===== src/gpt_pkg.sv =====
// shared types, codes and constants of the guide port pulse timer
package gpt_pkg;

  // pin count limits and defaults
  localparam int PIN_COUNT_DEF = 8;
  localparam int PORT_W        = 8;
  localparam int ACT_W         = 3;
  localparam int DUR_W         = 16;

  // register reset values and counter limits
  localparam logic [DUR_W-1:0] DEADTIME_RST = 16'd100;
  localparam logic [DUR_W-1:0] SINCE_MAX    = 16'hFFFF;
  localparam logic [DUR_W-1:0] ELAPSED_MAX  = 16'hFFFF;

  // configuration register indexes
  localparam logic [1:0] REG_PIN_ACTION_MAP  = 2'd0;
  localparam logic [1:0] REG_INVERT_OUTPUT   = 2'd1;
  localparam logic [1:0] REG_DEADTIME_ENABLE = 2'd2;
  localparam logic [1:0] REG_DEADTIME_MS     = 2'd3;

  // item kinds
  localparam logic KIND_TICK    = 1'b0;
  localparam logic KIND_REQUEST = 1'b1;

  // axis direction codes
  typedef logic [1:0] dir_t;
  localparam dir_t DIR_NONE  = 2'd0;
  localparam dir_t DIR_PLUS  = 2'd1;
  localparam dir_t DIR_MINUS = 2'd2;

  // pin action codes
  typedef logic [ACT_W-1:0] act_t;
  localparam act_t ACT_NONE      = 3'd0;
  localparam act_t ACT_RA_PLUS   = 3'd1;
  localparam act_t ACT_RA_MINUS  = 3'd2;
  localparam act_t ACT_DEC_PLUS  = 3'd3;
  localparam act_t ACT_DEC_MINUS = 3'd4;

  // configuration set
  typedef struct packed {
    logic [3*PORT_W-1:0] pin_action_map;
    logic                invert_output;
    logic                deadtime_enable;
    logic [DUR_W-1:0]    deadtime_ms;
  } cfg_t;

  // one input item
  typedef struct packed {
    logic             action;
    dir_t             ra_direction;
    logic [DUR_W-1:0] ra_duration;
    dir_t             dec_direction;
    logic [DUR_W-1:0] dec_duration;
  } item_t;

  // axis result toward the port builder
  typedef struct packed {
    dir_t dir;
    logic changed;
  } axis_stat_t;

endpackage


===== src/guide_port_pulse_timer_unit.sv =====
// top level of the two-axis guide port pulse timer
//
//  channel | direction | ports                          | contents
//  in      | slave     | in_tvalid/tready/tdata/tuser   | tick or pulse request
//  out     | master    | out_tvalid/tready/tdata        | new port byte
//  cfg     | write     | cfg_we/cfg_index/cfg_wdata     | four setup registers
//
// One item per cycle unless a stall on out holds the input stage: an item is
// registered on transfer, then passes through the axis and pin logic into the
// output register.
// Reset is synchronous and active low; it needs no clearing pass.
// A stall on out only holds the input stage when the held item makes a result.
module guide_port_pulse_timer_unit #(
  parameter int PIN_COUNT = gpt_pkg::PIN_COUNT_DEF
) (
  input  logic        clk,
  input  logic        rst_n,
  input  logic        in_tvalid,
  output logic        in_tready,
  input  logic [39:0] in_tdata,   // ra_direction[1:0], ra_duration[17:2],
                                  // dec_direction[19:18], dec_duration[35:20], zeros
  input  logic        in_tuser,   // action: 0 tick, 1 pulse request
  output logic        out_tvalid,
  input  logic        out_tready,
  output logic [7:0]  out_tdata,  // port_byte[7:0]
  input  logic        cfg_we,
  input  logic [1:0]  cfg_index,
  input  logic [23:0] cfg_wdata
);
  import gpt_pkg::*;

  cfg_t              cfg_r;
  item_t             item_r;
  logic              in_valid_r;
  logic              out_valid_r;
  logic [PORT_W-1:0] out_byte_r;
  axis_stat_t        ra_stat, dec_stat;
  logic              changed, advance, commit, is_tick;
  logic [PORT_W-1:0] port_byte;

  // configuration registers
  always_ff @(posedge clk) begin
    if (!rst_n) begin
      cfg_r.pin_action_map  <= '0;
      cfg_r.invert_output   <= 1'b0;
      cfg_r.deadtime_enable <= 1'b0;
      cfg_r.deadtime_ms     <= DEADTIME_RST;
    end else if (cfg_we) begin
      case (cfg_index)
        REG_PIN_ACTION_MAP:  cfg_r.pin_action_map  <= cfg_wdata;
        REG_INVERT_OUTPUT:   cfg_r.invert_output   <= cfg_wdata[0];
        REG_DEADTIME_ENABLE: cfg_r.deadtime_enable <= cfg_wdata[0];
        REG_DEADTIME_MS:     cfg_r.deadtime_ms     <= cfg_wdata[DUR_W-1:0];
        default: ;
      endcase
    end
  end

  // flow control between input and output registers
  assign is_tick   = (item_r.action == KIND_TICK);
  assign changed   = ra_stat.changed || dec_stat.changed;
  assign advance   = in_valid_r && (!changed || !out_valid_r || out_tready);
  assign commit    = advance && changed;
  assign in_tready = !in_valid_r || advance;

  // input register
  always_ff @(posedge clk) begin
    if (!rst_n) begin
      in_valid_r <= 1'b0;
    end else if (in_tready) begin
      in_valid_r <= in_tvalid;
    end
  end

  always_ff @(posedge clk) begin
    if (in_tvalid && in_tready) begin
      item_r.action        <= in_tuser;
      item_r.ra_direction  <= in_tdata[1:0];
      item_r.ra_duration   <= in_tdata[17:2];
      item_r.dec_direction <= in_tdata[19:18];
      item_r.dec_duration  <= in_tdata[35:20];
    end
  end

  // axis state
  gpt_axis u_ra (
    .clk     (clk),
    .rst_n   (rst_n),
    .commit  (advance),
    .is_tick (is_tick),
    .req_dir (item_r.ra_direction),
    .req_dur (item_r.ra_duration),
    .stat    (ra_stat)
  );

  gpt_axis u_dec (
    .clk     (clk),
    .rst_n   (rst_n),
    .commit  (advance),
    .is_tick (is_tick),
    .req_dir (item_r.dec_direction),
    .req_dur (item_r.dec_duration),
    .stat    (dec_stat)
  );

  // pin byte and dead-time
  gpt_port #(
    .PIN_COUNT (PIN_COUNT)
  ) u_port (
    .clk       (clk),
    .rst_n     (rst_n),
    .tick_step (advance && is_tick),
    .commit    (commit),
    .ra_dir    (ra_stat.dir),
    .dec_dir   (dec_stat.dir),
    .cfg       (cfg_r),
    .port_byte (port_byte)
  );

  // output register
  always_ff @(posedge clk) begin
    if (!rst_n) begin
      out_valid_r <= 1'b0;
    end else if (commit) begin
      out_valid_r <= 1'b1;
    end else if (out_tready) begin
      out_valid_r <= 1'b0;
    end
  end

  always_ff @(posedge clk) begin
    if (commit) begin
      out_byte_r <= port_byte;
    end
  end

  assign out_tvalid = out_valid_r;
  assign out_tdata  = out_byte_r;

endmodule


===== src/gpt_axis.sv =====
// pulse state of one axis: direction, length and elapsed time
module gpt_axis (
  input  logic                     clk,
  input  logic                     rst_n,
  input  logic                     commit,
  input  logic                     is_tick,
  input  gpt_pkg::dir_t            req_dir,
  input  logic [gpt_pkg::DUR_W-1:0] req_dur,
  output gpt_pkg::axis_stat_t      stat
);
  import gpt_pkg::*;

  dir_t             dir_r, dir_nxt;
  logic [DUR_W-1:0] len_r, len_nxt;
  logic [DUR_W-1:0] elapsed_r, elapsed_nxt;
  logic             changed;

  // tick advance or request takeover
  always_comb begin
    logic [DUR_W-1:0] el_inc;
    dir_nxt     = dir_r;
    len_nxt     = len_r;
    elapsed_nxt = elapsed_r;
    changed     = 1'b0;
    el_inc      = (elapsed_r != ELAPSED_MAX) ? elapsed_r + 16'd1 : elapsed_r;
    if (is_tick) begin
      if (dir_r != DIR_NONE) begin
        elapsed_nxt = el_inc;
        if (el_inc >= len_r) begin
          dir_nxt = DIR_NONE;
          changed = 1'b1;
        end
      end
    end else if (req_dir == DIR_PLUS || req_dir == DIR_MINUS) begin
      len_nxt     = req_dur;
      elapsed_nxt = '0;
      changed     = 1'b1;
      // zero length ends the pulse at once
      dir_nxt     = (req_dur == '0) ? DIR_NONE : req_dir;
    end
  end

  assign stat.dir     = dir_nxt;
  assign stat.changed = changed;

  // state registers
  always_ff @(posedge clk) begin
    if (!rst_n) begin
      dir_r     <= DIR_NONE;
      len_r     <= '0;
      elapsed_r <= '0;
    end else if (commit) begin
      dir_r     <= dir_nxt;
      len_r     <= len_nxt;
      elapsed_r <= elapsed_nxt;
    end
  end

endmodule


===== src/gpt_port.sv =====
// port byte builder with inversion and relay dead-time per pin
module gpt_port #(
  parameter int PIN_COUNT = gpt_pkg::PIN_COUNT_DEF
) (
  input  logic                       clk,
  input  logic                       rst_n,
  input  logic                       tick_step,
  input  logic                       commit,
  input  gpt_pkg::dir_t              ra_dir,
  input  gpt_pkg::dir_t              dec_dir,
  input  gpt_pkg::cfg_t              cfg,
  output logic [gpt_pkg::PORT_W-1:0] port_byte
);
  import gpt_pkg::*;

  logic [PORT_W-1:0] port_level_r;
  logic [DUR_W-1:0]  since_r [PIN_COUNT];
  act_t              ra_code, dec_code;

  // action codes that the active directions drive
  always_comb begin
    case (ra_dir)
      DIR_PLUS:  ra_code = ACT_RA_PLUS;
      DIR_MINUS: ra_code = ACT_RA_MINUS;
      default:   ra_code = ACT_NONE;
    endcase
    case (dec_dir)
      DIR_PLUS:  dec_code = ACT_DEC_PLUS;
      DIR_MINUS: dec_code = ACT_DEC_MINUS;
      default:   dec_code = ACT_NONE;
    endcase
  end

  // one slice per pin
  for (genvar i = 0; i < PORT_W; i++) begin : g_pin
    if (i < PIN_COUNT) begin : g_used
      act_t             code;
      logic             want, built, blocked, rel;
      logic [DUR_W-1:0] since_inc, since_nxt;

      assign code  = cfg.pin_action_map[ACT_W*i +: ACT_W];
      assign want  = (ra_code != ACT_NONE && code == ra_code) ||
                     (dec_code != ACT_NONE && code == dec_code);
      assign built = want ^ cfg.invert_output;

      // saturating ms counter since last release
      assign since_inc = (tick_step && since_r[i] != SINCE_MAX) ?
                         since_r[i] + 16'd1 : since_r[i];

      // hold a pin low that was released too recently
      assign blocked = cfg.deadtime_enable && built && !port_level_r[i] &&
                       (since_inc < cfg.deadtime_ms);
      assign rel     = cfg.deadtime_enable && !built && port_level_r[i];
      assign port_byte[i] = built && !blocked;

      assign since_nxt = (commit && rel) ? '0 : since_inc;

      always_ff @(posedge clk) begin
        if (!rst_n) begin
          since_r[i] <= SINCE_MAX;
        end else begin
          since_r[i] <= since_nxt;
        end
      end
    end else begin : g_unused
      assign port_byte[i] = 1'b0;
    end
  end

  // last level driven on the port
  always_ff @(posedge clk) begin
    if (!rst_n) begin
      port_level_r <= '0;
    end else if (commit) begin
      port_level_r <= port_byte;
    end
  end

endmodule


===== config.mk =====
export PLATFORM = sky130hd
export DESIGN_NAME = guide_port_pulse_timer_unit
export DESIGN_NICKNAME = d
export VERILOG_FILES = /design/src/gpt_pkg.sv /design/src/guide_port_pulse_timer_unit.sv /design/src/gpt_axis.sv /design/src/gpt_port.sv
export SDC_FILE = /design/constraint.sdc
export NUM_CORES = 1
export LEC_CHECK = 0
export BUFFER_PORTS_ARGS = -buffer_cell sky130_fd_sc_hd__buf_2
export CAP_MARGIN = 10
export CORE_MARGIN = 2
export CORE_UTILIZATION = 60
export CTS_CLUSTER_DIAMETER = 100
export DETAILED_ROUTE_END_ITERATION = 10
export GPL_ROUTABILITY_DRIVEN = 0
export MAX_ROUTING_LAYER = met4
export PLACE_DENSITY = 0.83
export SYNTH_ARGS = -nofsm -noshare
export SYNTH_HDL_FRONTEND = slang
export SYNTH_SLANG_ARGS = --single-unit

===== constraint.sdc =====
create_clock -name clk -period 7.55 [get_ports clk]
set_clock_uncertainty 0.2 [all_clocks]
set_input_delay 1.51 -clock clk [delete_from_list [all_inputs] [get_ports clk]]
set_output_delay 1.51 -clock clk [all_outputs]
set_load 0.02 [all_outputs]

; After elaboration in Yosys (flattened, before gate mapping)
; Memory sizes are Yosys's and may differ from the RTL's.
; Index checks and enable logic that the tools add are counted.
[word_totals]
rom_bits = 0
wordCells = 295
ramBits = 128
latch_bits = 0
inputBits = 72
register_bits = 165
out_inout_bits = 10
mem_count = 1
[classes]
div_mod_pow = 0
n_mul = 0
n_bitwise = 17
order_cmp = 10
addsub = 10
reduce_logical = 143
n_mux = 56
n_eq_ne = 39
shifts = 0
[mem_list]
columns = memory, words, width, rd, rd_clocked_by_memory_dff, wr, line
row1 = u_port.since_r, 8, 16, 8, 0, 8, gpt_port.sv:17  ; logic [DUR_W-1:0] since_r [PIN_COUNT];
[ops]
columns = op, n
row1 = 2-to-1 mux 16 bit, 32
row2 = adder 16 x 1 -> 16 bit (second input constant), 10
row3 = != test 16 bit (second input constant), 10
row4 = < comparator 16 bit, 8
row5 = logical AND 1 bit, 84
row6 = >= comparator 16 bit, 2
row7 = logical NOT 16 bit, 2
row8 = logical NOT 1 bit, 27
row9 = == test 3 x 2 -> 1 bit, 8
row10 = == test 3 bit, 8
row11 = 2-to-1 mux 2 bit, 10
row12 = logical OR 1 bit, 14
row13 = == test 2 bit (second input constant), 6
row14 = 2-to-1 mux 1 bit, 12
row15 = AND reduction 3 bit, 4
row16 = == test 2 x 1 -> 1 bit (second input constant), 5
row17 = nonzero test 2 bit, 5
row18 = OR 1 bit, 8
row19 = AND reduction 2 bit, 4
row20 = XOR 1 bit, 8
row21 = one-hot mux 3 bit (2 select lines), 1
row22 = nonzero test 3 bit, 2
row23 = != test 2 x 1 -> 1 bit (second input constant), 2
row24 = one-hot mux 2 bit (2 select lines), 1
row25 = other kinds (2), 2

; Logic depth before layout (Yosys ltp)
[logic_depth]
ltp_word = 18
mapped_depth = 29
ltp_nobuf = 26

; Modules after synthesis
; Synthesis repeated with hierarchy kept, for this count alone.
[unflattened]
cells_unflattened = 1991
hier_area_um2 = 17840.9
[modules_own_cells]
columns = module, area_each_um2, cells_each, seq_area_each_um2, instances
row1 = gpt_port, 10211.0, 1191, 2722.6, 1
row2 = gpt_axis, 2240.9, 285, 680.7, 2
row3 = guide_port_pulse_timer_unit, 3148.0, 230, 2232.1, 1

; Least setup slack after synthesis
; OpenSTA, ideal clock, no wires.
[synth_timing]
path_kind = register to register
startpoint = register u_dec.elapsed_r[0]
endpoint = register out_byte_r[1] (netlist: out_tdata[1]) (data pin)
t_required_ns = 7.219
arrival_time_ns = 5.682
path_buffers = 4
setup_time_ns = 0.131
synth_period_minus_slack_ns = 6.014
slack_ns = 1.536
stages_incl_launch_ff = 26
cell_sequence = dfxtp_1 -> ha_1 -> and3_1 -> nand4_1 -> or4_1 -> clkbuf_1 -> nand4_1 -> xnor2_1 -> ha_1 -> and4_1 -> nor2b_1 -> a21oi_1 -> a311oi_4 -> or3_1 -> buf_4 -> buf_6 -> buf_6 -> nor3b_1 -> mux2i_1 -> inv_1 -> ha_1 -> nand4_1 -> or2_2 -> a2111oi_0 -> nor4b_1 -> o31a_1
[synth_between]
elab_chain_len = 18
word_cells_on_any_way = 32
classes_between = 1 x add/sub / 2 x order compare / 4 x eq/ne / 9 x mux / 1 x bitwise / 15 x reduce/logical
[synth_lines]
columns = element, line
row1 = "start, declared", gpt_axis.sv:15  ; logic [DUR_W-1:0] elapsed_r, elapsed_nxt;
row2 = "start signal, assigned", gpt_axis.sv:55  ; elapsed_r <= elapsed_nxt;
row3 = adder 16 x 1 -> 16 bit or != test 16 bit (tied branches), gpt_axis.sv:25  ; el_inc = (elapsed_r != ELAPSED_MAX) ? elapsed_r + 16'd1 : elapsed_r;
row4 = 2-to-1 mux 16 bit *, gpt_axis.sv:25
row5 = >= comparator 16 bit *, gpt_axis.sv:29  ; if (el_inc >= len_r) begin
row6 = 2-to-1 mux 1 bit, gpt_axis.sv:29
row7 = 2-to-1 mux 1 bit, gpt_axis.sv:27  ; if (dir_r != DIR_NONE) begin
row8 = 2-to-1 mux 1 bit, gpt_axis.sv:26  ; if (is_tick) begin
row9 = logical OR 1 bit, guide_port_pulse_timer_unit.sv:61  ; assign changed = ra_stat.changed || dec_stat.changed;
row10 = logical NOT 1 bit, guide_port_pulse_timer_unit.sv:62  ; assign advance = in_valid_r && (!changed || !out_valid_r || out_tready);
row11 = (+3 left out), --
row12 = logical AND 1 bit, guide_port_pulse_timer_unit.sv:112  ; .tick_step (advance && is_tick),
row13 = logical AND 1 bit, gpt_port.sv:47  ; assign since_inc = (tick_step && since_r[i] != SINCE_MAX) ?
row14 = 2-to-1 mux 16 bit, gpt_port.sv:47
row15 = < comparator 16 bit, gpt_port.sv:52  ; (since_inc < cfg.deadtime_ms);
row16 = logical AND 1 bit, gpt_port.sv:51  ; assign blocked = cfg.deadtime_enable && built && !port_level_r[i] &&
row17 = logical NOT 1 bit, gpt_port.sv:54  ; assign port_byte[i] = built && !blocked;
row18 = logical AND 1 bit *, gpt_port.sv:54
row19 = named net port_byte[1], guide_port_pulse_timer_unit.sv:39  ; logic [PORT_W-1:0] port_byte;
row20 = "end signal, assigned", guide_port_pulse_timer_unit.sv:133  ; out_byte_r <= port_byte;
row21 = "end, declared", guide_port_pulse_timer_unit.sv:36  ; logic [PORT_W-1:0] out_byte_r;
; The timed path passes the listed nets; every way through them passes the cells marked *.
; A chain may end at the register's enable or synchronous reset.

; Final worst setup path
[layout_timing]
startpoint = register u_ra.elapsed_r[0]
endpoint = register u_port.port_level_r[0]
[layout_between]
elab_chain_len = 18
word_cells_on_any_way = 33
classes_between = 1 x add/sub / 2 x order compare / 4 x eq/ne / 9 x mux / 1 x bitwise / 16 x reduce/logical
[layout_lines]
columns = element, line
row1 = "start, declared", gpt_axis.sv:15
row2 = "start signal, assigned", gpt_axis.sv:55
row3 = adder 16 x 1 -> 16 bit or != test 16 bit (tied branches), gpt_axis.sv:25
row4 = 2-to-1 mux 16 bit *, gpt_axis.sv:25
row5 = >= comparator 16 bit *, gpt_axis.sv:29
row6 = 2-to-1 mux 1 bit, gpt_axis.sv:29
row7 = 2-to-1 mux 1 bit, gpt_axis.sv:27
row8 = 2-to-1 mux 1 bit, gpt_axis.sv:26
row9 = logical OR 1 bit, guide_port_pulse_timer_unit.sv:61
row10 = logical NOT 1 bit, guide_port_pulse_timer_unit.sv:62
row11 = logical OR 1 bit (2 in series), guide_port_pulse_timer_unit.sv:62
row12 = logical AND 1 bit, guide_port_pulse_timer_unit.sv:62
row13 = logical AND 1 bit, guide_port_pulse_timer_unit.sv:112
row14 = logical AND 1 bit, gpt_port.sv:47
row15 = 2-to-1 mux 16 bit, gpt_port.sv:47
row16 = < comparator 16 bit, gpt_port.sv:52
row17 = logical AND 1 bit, gpt_port.sv:51
row18 = logical NOT 1 bit, gpt_port.sv:54
row19 = logical AND 1 bit, gpt_port.sv:54
row20 = "end signal, assigned", gpt_port.sv:75  ; port_level_r <= port_byte;
row21 = "end, declared", gpt_port.sv:16  ; logic [PORT_W-1:0] port_level_r;
; Mark *: on every way between the ends. The rest lies on a longest branch, timed or not.

==> results.py <==
metrics = {
    "global_route": {
        "grt_usage_pct": 29.4,
        "grt_pass1_vias": 14800,
        "grt_antenna_before_repair": 3,
        "grt-ovfl-total": 0,
        "grt_max_degree": 100,
        "grt_pass1_wl_mm": 72.5,
    },
    "worst_setup_path": {
        "cp.required_ns": 7.78,
        "crit_type": "reg -> reg",
        "critPathMaxStageDelay_ns": 0.56,
        "cp-end-kind": "flip-flop",
        "cp_top_family": "simple AND/OR/NAND/NOR gates",
        "cp_slowest_cell": "or3_2",
        "critPathBufInv": 2,
        "crit_top_cell": "ha_1",
        "startpoint_type": "flip-flop",
        "arrival_ns": 7.21,
        "cp_max_fo": 26,
    },
    "timing": {
        "relSlewSlack_pct": 28.5,
        "hold_slack_ns": 0.253,
        "hold_viol_final": 0,
        "timing.final.crit_period_ns": 6.98,
        "tightestPinTransition_ns": 1.06,
        "clock.fmax_mhz": 143,
        "finalCritPeriodShare_pct": 92.4,
        "finalSetupViolCount": 0,
        "slew_violations": 0,
        "fin_setup_tns_ns": 0,
        "rsz0062_at_grt": "false",
    },
    "synth": {
        "synth.cell_area_um2": 17700,
        "ys_seq_area_share_pct": 35.7,
        "synth_cell_types": 72,
        "synth_cells": 2103,
        "ys_warn_count": 0,
        "synth_edf_count": 45,
        "synthesis.nets": 2341,
        "yosys_most_used_dff": "dfxtp_1",
        "ys_async_sr_fraction_pct": 0,
        "syn_avg_cell_area_um2": 8.42,
        "ys_ff_latch": 293,
    },
    "power_and_ir_drop": {
        "peakVddDrop_mv": 0.228,
        "power_density_nw_per_um2": 334,
        "leakagePower_nw": 7.48,
    },
    "floorplanning": {
        "dieArea_um2": 30900,
        "core_area_um2": 28900,
        "ios": 82,
        "rows": 62,
        "start_util_pct": 61.4,
        "fp.dieW_um": 176,
        "die_height_um": 176,
    },
    "drt": {
        "wire_per_inst_um": 17.6,
        "first_pass_iters": 5,
        "vias": 15500,
        "ant_nets": 0,
        "viasPerCell": 6.10,
        "routed_wl_mm": 44.7,
        "drtIter0Drc": 1305,
        "drc_errors": 0,
    },
    "placed_design": {
        "dpl.hpwl_mm": 30.6,
        "portBuffers": 77,
    },
    "status": {
        "status": "finished clean",
    },
    "cts": {
        "cts-htree-levels": 1,
        "numCtsBuffers": 30,
        "clk_latency_ns": 0.57,
        "clock_path_buffers": 3,
        "cts_tree": "yes",
        "cts_hold_buf": 0,
        "cts_setup_buffers": 0,
        "clk_transition_reported_paths_ns": 0.07,
        "cts_resized": 0,
        "cts-root-buf": "clkbuf_16",
        "clock_sinks": 293,
    },
    "cells_and_area": {
        "layout.nets": 2363,
        "layout-drive-gt1-share_pct": 8.24,
        "area_growth_pct": 8.91,
    },
    "worst_hold_path": {
        "hp-class": "reg -> reg",
    },
    "job": {
        "cap_violations": 0,
    },
}
-- report_power, final --
part | internal (W) | switching (W) | leakage (nW)
registers | 0.00179 | 0.000191 | 2.45
logic | 0.00116 | 0.00182 | 4.57
clock network | 0.000830 | 0.000646 | 0.468
-- state kept, by name, summed over array words and instances (netlist names) --
name                 count
cfg_r                   42
in_valid_r               1
item_r                  37
out_tdata                8
out_tvalid               1
u_dec.dir_r              2
u_dec.elapsed_r         16
u_dec.len_r             16
u_port.port_level_r      8
u_port.since_r         128
u_ra.dir_r               2
u_ra.elapsed_r          16
u_ra.len_r              16
-- placed cells by master, fill, tap and decap left out, types with 6 or more instances in the layout --
master     synthesis  layout
buf_4              1      11
a31oi_1            9       9
and4_1            12      12
buf_2              6      77
a21o_1            94      94
inv_1            135     134
nand4_1           71      71
mux2i_1           10      10
nand2_1          249     249
o211ai_1           9       9
clkinv_2           0       7
or3_1             21      20
o21a_1             7       7
nor2_1            86      86
nor3_1            56      56
ha_1             166     166
a21oi_1          157     157
a2111oi_0          8       8
xor2_1            72      72
a211oi_1          24      24
nor2b_1           16      16
o21ai_1            6       6
nor3b_1            8       7
xnor2_1          100     100
clkbuf_16          0      30
and3_1            47      47
edfxtp_1          45      45
nand3_1          127     127
or4_1              9       8
dfxtp_1          248     248
nor4_1            19      19
nand3b_1           8       8
or2_2              8       8
nand2b_1          15      15
o21ai_0           88      88
-- area by class of cell --
cell class                 instances  area [µm²]
clock inverter                    17         166
fill                            2344        9560
multi-input combinational       1574       10500
antenna                            3        7.51
inverter                         136         513
sequential                       293        6320
clock buffer                      37         807
timing repair buffer              90         508
tap                              384         480
-- worst reg2reg max path, delay by kind of cell, from the launching register on --
kind,cells,cell delay [ns]
and+or+nand+nor,9,2.46
AOI/OAI and AO/OA,10,2.32
adders and majority gates,3,0.81
DFF,1,0.45
xor gates and xnor gates,2,0.34
buffers and inverters,2,0.27
-- routing by layer --
| layer | GRT usage [%] | share of wire, % | vias to the layer above | wire (µm) |
|---|---|---|---|---|
| li1 | - | - | 7527 | - |
| met1 | 35.6 | 41 | 7219 | 18500 |
| met2 | 48.2 | 47 | 577 | 20900 |
| met3 | 4.59 | 6.8 | 141 | 3050 |
| met4 | 13.8 | 4.9 | 0 | 2190 |
| met5 | - | 0 | - | 0 |
-- cell usage after synthesis (all sizes together) (45+ instances only) --
| cell type | n | area [µm²] |
|---|---|---|
| dfxtp | 248 | 4960 |
| nor3 | 57 | 290 |
| edfxtp | 45 | 1350 |
| a21oi | 158 | 795 |
| ha | 166 | 2080 |
| xnor2 | 100 | 876 |
| inv | 136 | 510 |
| nor2 | 87 | 329 |
| nand2 | 249 | 935 |
| nand3 | 127 | 636 |
| clkbuf | 87 | 327 |
| nand4 | 71 | 444 |
| and3 | 47 | 294 |
| a21o | 94 | 706 |
| xor2 | 72 | 631 |
| o21ai | 94 | 470 |
-- cell families after synthesis --
family / share of synthesized area, %
adders and majority gates: 11.7
xor gates and xnor gates: 8.50
DFF: 35.7
muxes: 0.883
AOI/OAI and AO/OA: 15.9
buffers and inverters: 5.19
and+or+nand+nor: 22.2
-- stage by stage --
step / utilization (%) / setup WS (ns) / power (W) / instances / area (µm²)
5_1_grt: 66.9 / 0.125 / 0.00689 / 2534 / 19300
3_5_place_dp: 63.4 / 0.529 / 0.00492 / 2477 / 18300
3_3_place_gp: 63.4 / 0.792 / 0.00478 / 2477 / 18300
6_report: 66.9 / 0.573 / 0.00645 / 2534 / 19300
4_1_cts: 66.8 / 0.491 / 0.00641 / 2531 / 19300
2_1_floorplan: - / 1.54 / 0.00423 / 2103 / 17700
-- worst paths after layout --
check	from	end	slack [ns]	cells after the start
worst min-delay path	u_dec.len_r[7]$_SDFFE_PN0P_	u_dec.len_r[7]$_SDFFE_PN0P_	0.25	2
worst max register to register	u_ra.elapsed_r[0]$_SDFFE_PN0P_	u_port.port_level_r[0]$_SDFFE_PN0P_	0.57	26
worst max-delay path	u_ra.elapsed_r[0]$_SDFFE_PN0P_	u_port.port_level_r[0]$_SDFFE_PN0P_	0.57	26
worst min register to register	u_dec.len_r[7]$_SDFFE_PN0P_	u_dec.len_r[7]$_SDFFE_PN0P_	0.25	2
Note: power is estimated with default switching activity, not from simulation.
